**src/hw/rtl/snpd_pkg.sv**
```systemverilog
// shared types, codes and sizes of the session nonce packet dispatcher
`default_nettype none

package snpd_pkg;

  localparam int unsigned SESSION_SLOTS  = 8;
  localparam int unsigned ENDPOINT_COUNT = 16;
  localparam int unsigned QUEUE_DEPTH    = 2;

  localparam int unsigned SLOT_W = (SESSION_SLOTS > 1) ? $clog2(SESSION_SLOTS) : 1;
  localparam int unsigned CNT_W  = $clog2(SESSION_SLOTS + 1);

  localparam int unsigned CMD_W   = 3;
  localparam int unsigned KEY_W   = 32;
  localparam int unsigned NONCE_W = 32;
  localparam int unsigned EP_W    = 4;
  localparam int unsigned ACT_W   = 3;
  localparam int unsigned MASK_W  = 16;
  localparam int unsigned APB_AW  = 4;
  localparam int unsigned APB_DW  = 32;

  typedef enum logic [CMD_W-1:0] {
    CMD_DISCOVERY = 3'd0,
    CMD_PING      = 3'd1,
    CMD_GET       = 3'd2,
    CMD_SEND      = 3'd3,
    CMD_POST      = 3'd4,
    CMD_ACK       = 3'd5,
    CMD_GET_RESP  = 3'd6,
    CMD_UNKNOWN   = 3'd7
  } snpd_cmd_e;

  typedef enum logic [ACT_W-1:0] {
    ACT_ECHO       = 3'd0,
    ACT_DISC_REPLY = 3'd1,
    ACT_GET        = 3'd2,
    ACT_SEND       = 3'd3,
    ACT_POST       = 3'd4,
    ACT_ACK        = 3'd5,
    ACT_NOT_FOUND  = 3'd6,
    ACT_UNKNOWN    = 3'd7
  } snpd_action_e;

  typedef enum logic [2:0] {
    OP_ECHO,
    OP_DISC,
    OP_GET,
    OP_SEND,
    OP_POST,
    OP_UNKNOWN
  } snpd_op_e;

  typedef enum logic [1:0] {
    REG_DISCOVERY_READY = 2'd0,
    REG_GET_MASK        = 2'd1,
    REG_SEND_MASK       = 2'd2,
    REG_POST_MASK       = 2'd3
  } snpd_reg_e;

  typedef struct packed {
    snpd_op_e           op;
    logic [KEY_W-1:0]   key;
    logic [NONCE_W-1:0] nonce;
    logic [EP_W-1:0]    ep;
    logic               ep_ok;
  } snpd_item_t;

  typedef struct packed {
    logic               valid;
    snpd_action_e       action;
    logic [KEY_W-1:0]   session;
    logic [NONCE_W-1:0] nonce;
    logic [EP_W-1:0]    endpoint;
    logic               last;
  } snpd_result_t;

endpackage

`default_nettype wire

```
**src/hw/rtl/snpd_front.sv**
```systemverilog
// front end: config registers, request classification and endpoint check
`default_nettype none

module snpd_front (
  input  logic                        clk_i,
  input  logic                        rst_ni,
  input  logic                        start_i,
  input  logic                        full_i,
  input  logic [snpd_pkg::CMD_W-1:0]  command_i,
  input  logic [snpd_pkg::KEY_W-1:0]  session_key_i,
  input  logic [snpd_pkg::NONCE_W-1:0] packet_nonce_i,
  input  logic [snpd_pkg::EP_W-1:0]   endpoint_id_i,
  input  logic                        psel_i,
  input  logic                        penable_i,
  input  logic                        pwrite_i,
  input  logic [snpd_pkg::APB_AW-1:0] paddr_i,
  input  logic [snpd_pkg::APB_DW-1:0] pwdata_i,
  output logic [snpd_pkg::APB_DW-1:0] prdata_o,
  output logic                        busy_o,
  output logic                        push_o,
  output snpd_pkg::snpd_item_t        item_o
);
  import snpd_pkg::*;

  logic              discovery_ready_q;
  logic [MASK_W-1:0] get_mask_q;
  logic [MASK_W-1:0] send_mask_q;
  logic [MASK_W-1:0] post_mask_q;

  logic      cfg_wr;
  snpd_reg_e cfg_idx;
  logic      accept;
  logic      ep_in_range;
  logic      keep;

  assign cfg_wr  = psel_i && penable_i && pwrite_i;
  assign cfg_idx = snpd_reg_e'(paddr_i[APB_AW-1:2]);

  always_ff @(posedge clk_i or negedge rst_ni) begin
    if (!rst_ni) begin
      discovery_ready_q <= 1'b0;
      get_mask_q        <= '0;
      send_mask_q       <= '0;
      post_mask_q       <= '0;
    end else if (cfg_wr) begin
      case (cfg_idx)
        REG_DISCOVERY_READY: discovery_ready_q <= pwdata_i[0];
        REG_GET_MASK:        get_mask_q        <= pwdata_i[MASK_W-1:0];
        REG_SEND_MASK:       send_mask_q       <= pwdata_i[MASK_W-1:0];
        REG_POST_MASK:       post_mask_q       <= pwdata_i[MASK_W-1:0];
        default: ;
      endcase
    end
  end

  always_comb begin
    case (cfg_idx)
      REG_DISCOVERY_READY: prdata_o = APB_DW'(discovery_ready_q);
      REG_GET_MASK:        prdata_o = APB_DW'(get_mask_q);
      REG_SEND_MASK:       prdata_o = APB_DW'(send_mask_q);
      REG_POST_MASK:       prdata_o = APB_DW'(post_mask_q);
      default:             prdata_o = '0;
    endcase
  end

  assign busy_o      = full_i;
  assign accept      = start_i && !full_i;
  assign ep_in_range = 32'(endpoint_id_i) < 32'(ENDPOINT_COUNT);

  // ack and get response, and discovery without a response, are dropped here
  always_comb begin
    item_o.key   = session_key_i;
    item_o.nonce = packet_nonce_i;
    item_o.ep    = endpoint_id_i;
    item_o.ep_ok = 1'b0;
    item_o.op    = OP_UNKNOWN;
    keep         = 1'b1;
    case (snpd_cmd_e'(command_i))
      CMD_DISCOVERY: begin
        item_o.op = OP_DISC;
        keep      = discovery_ready_q;
      end
      CMD_PING: item_o.op = OP_ECHO;
      CMD_GET: begin
        item_o.op    = OP_GET;
        item_o.ep_ok = ep_in_range && get_mask_q[endpoint_id_i];
      end
      CMD_SEND: begin
        item_o.op    = OP_SEND;
        item_o.ep_ok = ep_in_range && send_mask_q[endpoint_id_i];
      end
      CMD_POST: begin
        item_o.op    = OP_POST;
        item_o.ep_ok = ep_in_range && post_mask_q[endpoint_id_i];
      end
      CMD_UNKNOWN: item_o.op = OP_UNKNOWN;
      default: keep = 1'b0;
    endcase
  end

  assign push_o = accept && keep;

endmodule

`default_nettype wire

```
**src/hw/rtl/snpd_fifo.sv**
```systemverilog
// short request queue between front end and back end
`default_nettype none

module snpd_fifo (
  input  logic                 clk_i,
  input  logic                 rst_ni,
  input  logic                 push_i,
  input  snpd_pkg::snpd_item_t item_i,
  input  logic                 pop_i,
  output snpd_pkg::snpd_item_t item_o,
  output logic                 full_o,
  output logic                 empty_o
);
  import snpd_pkg::*;

  localparam int unsigned PTR_W = (QUEUE_DEPTH > 1) ? $clog2(QUEUE_DEPTH) : 1;
  localparam int unsigned QCNT_W = $clog2(QUEUE_DEPTH + 1);

  snpd_item_t        entry_q [QUEUE_DEPTH];
  logic [PTR_W-1:0]  wptr_q;
  logic [PTR_W-1:0]  rptr_q;
  logic [QCNT_W-1:0] count_q;

  logic do_push;
  logic do_pop;

  assign full_o  = count_q == QCNT_W'(QUEUE_DEPTH);
  assign empty_o = count_q == '0;
  assign do_push = push_i && !full_o;
  assign do_pop  = pop_i && !empty_o;
  assign item_o  = entry_q[rptr_q];

  function automatic logic [PTR_W-1:0] ptr_next(logic [PTR_W-1:0] p);
    return (p == PTR_W'(QUEUE_DEPTH - 1)) ? '0 : p + PTR_W'(1);
  endfunction

  always_ff @(posedge clk_i) begin
    if (do_push) begin
      entry_q[wptr_q] <= item_i;
    end
  end

  always_ff @(posedge clk_i or negedge rst_ni) begin
    if (!rst_ni) begin
      wptr_q  <= '0;
      rptr_q  <= '0;
      count_q <= '0;
    end else begin
      if (do_push) begin
        wptr_q <= ptr_next(wptr_q);
      end
      if (do_pop) begin
        rptr_q <= ptr_next(rptr_q);
      end
      case ({do_push, do_pop})
        2'b10:   count_q <= count_q + QCNT_W'(1);
        2'b01:   count_q <= count_q - QCNT_W'(1);
        default: count_q <= count_q;
      endcase
    end
  end

endmodule

`default_nettype wire

```
**src/hw/rtl/snpd_back.sv**
```systemverilog
// back end: session table, nonce check and result sequencing
`default_nettype none

module snpd_back (
  input  logic                   clk_i,
  input  logic                   rst_ni,
  input  logic                   empty_i,
  input  snpd_pkg::snpd_item_t   item_i,
  output logic                   pop_o,
  output snpd_pkg::snpd_result_t res_o
);
  import snpd_pkg::*;

  localparam int unsigned SUM_W = CNT_W + 1;

  typedef enum logic [1:0] {
    S_IDLE,
    S_LOOK,
    S_EVAL,
    S_SECOND
  } state_e;

  state_e             state_q;
  snpd_item_t         cur_q;
  snpd_result_t       res_q;
  snpd_action_e       second_q;
  logic [SESSION_SLOTS-1:0] slot_valid_q;
  logic [KEY_W-1:0]   slot_session_q [SESSION_SLOTS];
  logic [NONCE_W-1:0] nonce_mem [SESSION_SLOTS];
  logic [NONCE_W-1:0] nonce_rd_q;
  logic [SLOT_W-1:0]  oldest_q;
  logic [SLOT_W-1:0]  slot_q;
  logic [CNT_W-1:0]   used_q;
  logic               miss_q;

  logic [SESSION_SLOTS-1:0] hit_vec;
  logic               hit_any;
  logic [SLOT_W-1:0]  hit_idx;
  logic [SUM_W-1:0]   ins_sum;
  logic [SLOT_W-1:0]  ins_pos;
  logic [SLOT_W-1:0]  look_slot;
  logic [NONCE_W-1:0] stored;
  logic               fresh;
  logic               mem_we;
  logic [SLOT_W-1:0]  mem_addr;
  logic [NONCE_W-1:0] mem_wdata;

  function automatic snpd_result_t mk_result(snpd_action_e act, snpd_item_t it, logic lst);
    snpd_result_t r;
    r.valid    = 1'b1;
    r.action   = act;
    r.session  = it.key;
    r.nonce    = it.nonce;
    r.endpoint = it.ep;
    r.last     = lst;
    return r;
  endfunction

  assign pop_o = (state_q == S_IDLE) && !empty_i;
  assign res_o = res_q;

  always_comb begin
    hit_idx = '0;
    for (int i = 0; i < SESSION_SLOTS; i++) begin
      hit_vec[i] = slot_valid_q[i] && (slot_session_q[i] == cur_q.key);
    end
    for (int i = SESSION_SLOTS - 1; i >= 0; i--) begin
      if (hit_vec[i]) begin
        hit_idx = SLOT_W'(i);
      end
    end
    hit_any = |hit_vec;
  end

  // ring insert position, also the oldest slot when the table is full
  assign ins_sum = SUM_W'(oldest_q) + SUM_W'(used_q);
  assign ins_pos = (ins_sum >= SUM_W'(SESSION_SLOTS)) ? SLOT_W'(ins_sum - SUM_W'(SESSION_SLOTS))
                                                     : SLOT_W'(ins_sum);
  assign look_slot = hit_any ? hit_idx : ins_pos;

  assign stored = miss_q ? '0 : nonce_rd_q;
  assign fresh  = cur_q.nonce > stored;

  always_comb begin
    mem_we    = 1'b0;
    mem_addr  = slot_q;
    mem_wdata = cur_q.nonce;
    if ((state_q == S_LOOK) && !hit_any) begin
      mem_we    = 1'b1;
      mem_addr  = ins_pos;
      mem_wdata = '0;
    end else if ((state_q == S_EVAL) && fresh &&
                 ((cur_q.op == OP_SEND) || (cur_q.op == OP_POST))) begin
      mem_we = 1'b1;
    end
  end

  always_ff @(posedge clk_i) begin
    if (mem_we) begin
      nonce_mem[mem_addr] <= mem_wdata;
    end
    if (state_q == S_LOOK) begin
      nonce_rd_q <= nonce_mem[look_slot];
    end
    if ((state_q == S_LOOK) && !hit_any) begin
      slot_session_q[ins_pos] <= cur_q.key;
    end
    if (pop_o) begin
      cur_q <= item_i;
    end
  end

  always_ff @(posedge clk_i or negedge rst_ni) begin
    if (!rst_ni) begin
      state_q      <= S_IDLE;
      res_q        <= '0;
      second_q     <= ACT_ACK;
      slot_valid_q <= '0;
      oldest_q     <= '0;
      used_q       <= '0;
      slot_q       <= '0;
      miss_q       <= 1'b0;
    end else begin
      res_q.valid <= 1'b0;
      case (state_q)
        S_IDLE: begin
          if (!empty_i) begin
            case (item_i.op)
              OP_GET, OP_SEND, OP_POST: state_q <= S_LOOK;
              OP_DISC: res_q <= mk_result(ACT_DISC_REPLY, item_i, 1'b1);
              OP_ECHO: res_q <= mk_result(ACT_ECHO, item_i, 1'b1);
              default: res_q <= mk_result(ACT_UNKNOWN, item_i, 1'b1);
            endcase
          end
        end
        S_LOOK: begin
          slot_q  <= look_slot;
          miss_q  <= !hit_any;
          state_q <= S_EVAL;
          if (!hit_any) begin
            slot_valid_q[ins_pos] <= 1'b1;
            if (used_q == CNT_W'(SESSION_SLOTS)) begin
              oldest_q <= (oldest_q == SLOT_W'(SESSION_SLOTS - 1)) ? '0
                                                                  : oldest_q + SLOT_W'(1);
            end else begin
              used_q <= used_q + CNT_W'(1);
            end
          end
        end
        S_EVAL: begin
          state_q <= S_IDLE;
          case (cur_q.op)
            OP_GET: begin
              res_q <= mk_result(cur_q.ep_ok ? ACT_GET : ACT_NOT_FOUND, cur_q, 1'b1);
            end
            OP_SEND: begin
              if (fresh) begin
                res_q <= mk_result(cur_q.ep_ok ? ACT_SEND : ACT_NOT_FOUND, cur_q, 1'b1);
              end
            end
            OP_POST: begin
              if (fresh) begin
                res_q    <= mk_result(cur_q.ep_ok ? ACT_POST : ACT_ACK, cur_q, 1'b0);
                second_q <= cur_q.ep_ok ? ACT_ACK : ACT_NOT_FOUND;
                state_q  <= S_SECOND;
              end else begin
                res_q <= mk_result(ACT_ACK, cur_q, 1'b1);
              end
            end
            default: ;
          endcase
        end
        S_SECOND: begin
          res_q   <= mk_result(second_q, cur_q, 1'b1);
          state_q <= S_IDLE;
        end
        default: state_q <= S_IDLE;
      endcase
    end
  end

endmodule

`default_nettype wire

```
**src/hw/rtl/session_nonce_packet_dispatcher.sv**
```systemverilog
// top level of the session nonce packet dispatcher
// accepted requests pass the queue; echo, discovery, unknown results register on the pop,
// get, send, post results after the lookup and evaluate states, a second post result in the
// cycle after; one echo/discovery/unknown request per cycle while idle, and a table request
// (take, lookup, evaluate) ends before the next; busy while queue full, no output stall
// reset: asynchronous active low, clears registers, queue, table valid bits and ring
`default_nettype none

module session_nonce_packet_dispatcher (
  input  logic                        clk_i,
  input  logic                        rst_ni,
  input  logic                        start,
  output logic                        busy,
  input  logic [snpd_pkg::CMD_W-1:0]  command_i,
  input  logic [snpd_pkg::KEY_W-1:0]  session_key_i,
  input  logic [snpd_pkg::NONCE_W-1:0] packet_nonce_i,
  input  logic [snpd_pkg::EP_W-1:0]   endpoint_id_i,
  output logic                        result_valid_o,
  output logic [snpd_pkg::ACT_W-1:0]  action_o,
  output logic [snpd_pkg::KEY_W-1:0]  reply_session_o,
  output logic [snpd_pkg::NONCE_W-1:0] reply_nonce_o,
  output logic [snpd_pkg::EP_W-1:0]   reply_endpoint_o,
  output logic                        last_o,
  input  logic                        psel,
  input  logic                        penable,
  input  logic                        pwrite,
  input  logic [snpd_pkg::APB_AW-1:0] paddr,
  input  logic [snpd_pkg::APB_DW-1:0] pwdata,
  output logic [snpd_pkg::APB_DW-1:0] prdata,
  output logic                        pready
);
  import snpd_pkg::*;

  logic         push;
  logic         pop;
  logic         full;
  logic         empty;
  snpd_item_t   front_item;
  snpd_item_t   head_item;
  snpd_result_t res;

  assign pready = 1'b1;

  snpd_front u_front (
    .clk_i          (clk_i),
    .rst_ni         (rst_ni),
    .start_i        (start),
    .full_i         (full),
    .command_i      (command_i),
    .session_key_i  (session_key_i),
    .packet_nonce_i (packet_nonce_i),
    .endpoint_id_i  (endpoint_id_i),
    .psel_i         (psel),
    .penable_i      (penable),
    .pwrite_i       (pwrite),
    .paddr_i        (paddr),
    .pwdata_i       (pwdata),
    .prdata_o       (prdata),
    .busy_o         (busy),
    .push_o         (push),
    .item_o         (front_item)
  );

  snpd_fifo u_fifo (
    .clk_i   (clk_i),
    .rst_ni  (rst_ni),
    .push_i  (push),
    .item_i  (front_item),
    .pop_i   (pop),
    .item_o  (head_item),
    .full_o  (full),
    .empty_o (empty)
  );

  snpd_back u_back (
    .clk_i   (clk_i),
    .rst_ni  (rst_ni),
    .empty_i (empty),
    .item_i  (head_item),
    .pop_o   (pop),
    .res_o   (res)
  );

  assign result_valid_o   = res.valid;
  assign action_o         = res.action;
  assign reply_session_o  = res.session;
  assign reply_nonce_o    = res.nonce;
  assign reply_endpoint_o = res.endpoint;
  assign last_o           = res.last;

endmodule

`default_nettype wire

```
**config.mk**
```make
export PLATFORM = sky130hd
export DESIGN_NAME = session_nonce_packet_dispatcher
export DESIGN_NICKNAME = d
export VERILOG_FILES = /design/src/hw/rtl/snpd_pkg.sv /design/src/hw/rtl/snpd_front.sv /design/src/hw/rtl/snpd_fifo.sv /design/src/hw/rtl/snpd_back.sv /design/src/hw/rtl/session_nonce_packet_dispatcher.sv
export SDC_FILE = /design/constraint.sdc
export NUM_CORES = 1
export LEC_CHECK = 0
export ABC_AREA = 1
export ABC_CLOCK_PERIOD_IN_PS = 7080
export BUFFER_PORTS_ARGS = -buffer_cell sky130_fd_sc_hd__buf_2
export CAP_MARGIN = 0
export CELL_PAD_IN_SITES_DETAIL_PLACEMENT = 2
export CELL_PAD_IN_SITES_GLOBAL_PLACEMENT = 2
export CORE_UTILIZATION = 34
export CTS_CLUSTER_SIZE = 24
export DETAILED_ROUTE_END_ITERATION = 6
export PLACE_DENSITY_LB_ADDON = 0.3
export SYNTH_ARGS = -nofsm -noshare
export SYNTH_HDL_FRONTEND = slang
export SYNTH_SLANG_ARGS = --single-unit
```
**constraint.sdc**
```tcl
create_clock -name clk_i -period 7.08 [get_ports clk_i]
set_clock_uncertainty 0.15 [all_clocks]
set_input_delay 0.354 -clock clk_i [delete_from_list [all_inputs] [get_ports clk_i]]
set_output_delay 0.354 -clock clk_i [all_outputs]
set_load 0.02 [all_outputs]
```
==> results by group <==
Setup path
  – CP startpoint kind: flip-flop
  – Crit path max-delay cell type: inv_1
  – Crit end category: flip-flop
  – Worst path max stage delay: 0.83 ns
  – Req. time, crit path: about 7.3 ns
  – Critical path class: flip-flop to flip-flop
  – CP Cell Sequence: inv_1 > nand2_1 > ha_1 > nand2_1 > nor2_1 > nand4_1 > nor4_1 > nand2_1 > a21boi_0 > nand2_1 > a21oi_1 > o21bai_1 > nor2_4 > buf_4
  – Worst Path Max Fanout: 32
  – Crit path top cell by count: nand2_1
  – WP buf/inv: 2
  – Critical Path AT: 5.73 ns
  – Crit path max-delay family: simple AND/OR/NAND/NOR gates

Finish
  – Utilization after layout: 40.6%
  – Register Area: 26600 um^2
  – FILL cells: 12500
  – Nets: around 4500
  – Area Overhead vs Synth: 17.7%
  – Multi-input gate area: around 12000 um^2
  – Layout cells sized above 1: between 10% and 20%
  – Design Area, Final: 48200 um^2

Placement
  – Placed inst area: about 44000 um^2
  – Post-place setup slack: 1.52 ns
  – Port bufs: 184
  – Final GP Congestion: 0.839
  – DP HPWL: 92.2 mm

STA
  – Achievable frequency: 180 MHz
  – Slew @ Worst Pin: 1.15 ns
  – Final period util: 78.5%
  – Fin. Hold Viols: 0
  – Final setup fails: 0
  – Max-slew headroom: between 20 and 25%
  – Setup TNS: 0 ns
  – RSZ-0062 raised after global routing: no
  – Slew Viols, Final: 0
  – Final Critical Period: 5.56 ns
  – Final worst slack: between 1.5 and 2 ns

Global routing
  – Vias in the first global route: 34400
  – Initial antenna violation count: 13
  – Largest net degree at the start of global routing: 130
  – Overall routing resource usage: between 20% and 30%
  – Gr ovfl total: 0
  – First-pass GRT wire length: between 200 and 250 mm

CTS
  – Clk_lat worst skew: 0.71 ns
  – CTS clk-pin slew, worst paths: about 0.06 ns
  – Root Buffer: clkbuf_16
  – Clock buffer count from CTS: 104
  – CTS tree: done
  – CTS resizes: 0
  – H-tree levels: 3
  – Max clock buf depth: 3
  – Clk sink count: 909

Synth
  – Post-synth top area share: a little under three fifths
  – Synthesized instance count: around 4000
  – Synth area leaders: edfxtp_1 (56%), nand2_1 (11%), dfrtp_1 (9.0%)
  – Mean Syn Cell Area: 10.1 um^2
  – Post-synth EDFFs: 760
  – Yosys top cell by area: edfxtp_1
  – FFs w/ async S/R, synth: 16.4%
  – #FFs+latches synth: 909
  – Synth Cell Area: ~41000 um^2
  – Distinct cells, synth: 58
  – Top_reg_cell synth: edfxtp_1
  – Synth warnings: 0
  – Sequential area share after synthesis: 64.8%

Routing
  – DR iter-0 viols: 1702
  – Via density: 5.12
  – Vias: just over 30000
  – Residual DRC: 0
  – Final ANT Viol Nets: 0
  – Pre-antenna DRT Iters: 5
  – DRT Wirelength: 146 mm
  – Avg WL per Cell: around 24 um

Floorplanning
  – I/O pin count: 220
  – Initial Util: roughly a third
  – Core area: 119000 um^2
  – Die Width: 349 um
  – Die footprint: 122000 um^2
  – Die Ht: 349 um
  – Rows: 126

Power and ir drop
  – Reg power frac: 36.8%
  – Peak supply drop: approximately 0.00041 V
  – Internal power: 14.5 mW
  – Net Sw Power: 11.4 mW
  – Clk pwr share: 21.7%
  – Switching Fraction: 44.1%
  – Combinational Power Share: 41.5%
  – P_leak: 20.5 nW
  – PD cells: around 540 nW/um^2

Worst hold path
  – Worst min-delay path class: primary input to flip-flop

Run
  – Max Cap Viol: 0

Run status
  – Status: completed
[through the flow]
| stage | power, mW | hold slack (ns) | cells |
|---|---|---|---|
| floorplan | 15.7 | -0.0916 | 4051 |
| global placement | 19.7 | 0.272 | 5730 |
| detailed placement | 20.3 | 0.278 | 5730 |
| CTS | 26.1 | 0.0266 | 6017 |
| global route | 27.4 | 0.0810 | 6019 |
| finish | 25.9 | 0.0589 | 6020 |
[kinds of logic (layout without fill, tap and decap cells)]
logic type | after synthesis | after routing | share of synthesized area [%]
AO/OA/AOI/OAI | 272 | 272 | 3.76
XOR/XNOR | 78 | 78 | 1.67
adder cells (fa/ha/maj) | 39 | 39 | 1.21
buffers and inverters | 727 | 1093 | 7.42
flip-flops | 909 | 909 | 64.8
multiplexers | 11 | 11 | 0.296
other | 2 | 20 | 0.0183
AND/OR/NAND/NOR | 1998 | 1998 | 20.8
[area by class of cell]
class,instances,share of cell area [%]
antenna,3,0.0156
clock buffer,131,5.88
clock inverter,64,1.40
inverter,547,4.26
multi-input combinational,2415,24.1
sequential,909,55.1
tap,1600,4.15
timing repair buffer,351,5.16
[metal layers]
layer / vias to the layer above / global-route usage (%) / share of wire [%]
met5: - / 0 / 0.064
met4: 16 / 6.47 / 2.3
met3: 191 / 3.16 / 4.6
li1: 13900 / - / -
met1: 16100 / 32.4 / 44
met2: 685 / 41.1 / 49
[power groups by stage]
stage	combinational (mW)	clock [mW]	sequential, mW
after global placement	10.2	0	9.49
final	10.8	5.62	9.53
after detailed placement	10.7	0	9.58
after CTS	10.9	5.71	9.52
after global routing	11.9	5.89	9.66
after floorplan	6.32	0	9.35
[what timing repair did]
action / 4_1_cts / 5_1_grt
hold buffers: 92 / 0
endpoints found under the setup margin: 0 / 0
buffers inserted: 0 / 0
hold endpoints to repair: 251 / 0
[cell usage after synthesis, drive strengths merged, types with 36 or more instances]
| cell | instances |
|---|---|
| dfrtp | 148 |
| a21oi | 57 |
| nand4 | 36 |
| inv | 545 |
| nor2 | 227 |
| ha | 38 |
| nand3 | 432 |
| nand3b | 44 |
| clkbuf | 58 |
| xnor2 | 42 |
| nand2 | 1187 |
| buf | 122 |
| xor2 | 36 |
| or2 | 48 |
| edfxtp | 760 |
| o21ai | 162 |
[final timing paths]
check | startpoint | to | slack (ns) | cells after the start
setup / recovery | u_back.miss_q$_DFFE_PN0P_ | u_back.nonce_mem[1][11]$_DFFE_PP_ | 1.52 | 14
hold / removal | endpoint_id_i[0] | u_fifo.entry_q[1][1]$_DFFE_PP_ | 0.06 | 1
setup reg to reg | u_back.miss_q$_DFFE_PN0P_ | u_back.nonce_mem[1][11]$_DFFE_PP_ | 1.52 | 14
hold reg to reg | u_back.cur_q[4]$_DFFE_PP_ | u_back.res_o[4]$_DFFE_PN0P_ | 0.32 | 2
max in group asynchronous | rst_ni | u_fifo.rptr_q$_DFFE_PN0P_ | 5.41 | 3
min in group asynchronous | rst_ni | u_back.res_o[1]$_DFFE_PN0P_ | 0.13 | 2
[flip-flops by register name (all words and copies together) (netlist names), 16 cells and up]
register,flops
u_front.post_mask_q,16
u_back.slot_session_q,256
u_back.cur_q,72
u_back.nonce_mem,256
u_back.nonce_rd_q,32
u_fifo.entry_q,144
u_front.send_mask_q,16
u_back.res_o,73
u_front.get_mask_q,16
[worst register-to-register path: cells and delay by family (launching register included)]
kind,cells,cell delay (ns)
AOI/OAI and AO/OA,3,1.26
and+or+nand+nor,8,1.58
buffers and inverters,2,1.39
DFF,1,0.38
adders and majority gates,1,0.38
[placed cells by master, fill, tap and decap left out, types with 8 or more instances in the layout]
master	instances
clkbuf_16	106
o22ai_1	8
inv_2	17
mux2_2	9
o21ai_0	156
clkbuf_1	16
nor3_1	15
clkinv_1	13
nand2_1	1179
buf_4	69
xnor2_1	42
clkbuf_8	10
nor2_1	200
conb_1	17
clkinv_2	29
dlygate4sd3_1	92
nor2_4	20
ha_1	38
or2_2	35
xor2_1	36
buf_2	183
o221ai_1	17
bufinv_16	12
nand3b_1	44
nand3_1	431
dfrtp_1	147
nand4_1	36
or2_1	12
edfxtp_1	760
inv_1	529
a21oi_1	57
No activity file was read; power rests on OpenSTA's default activity.
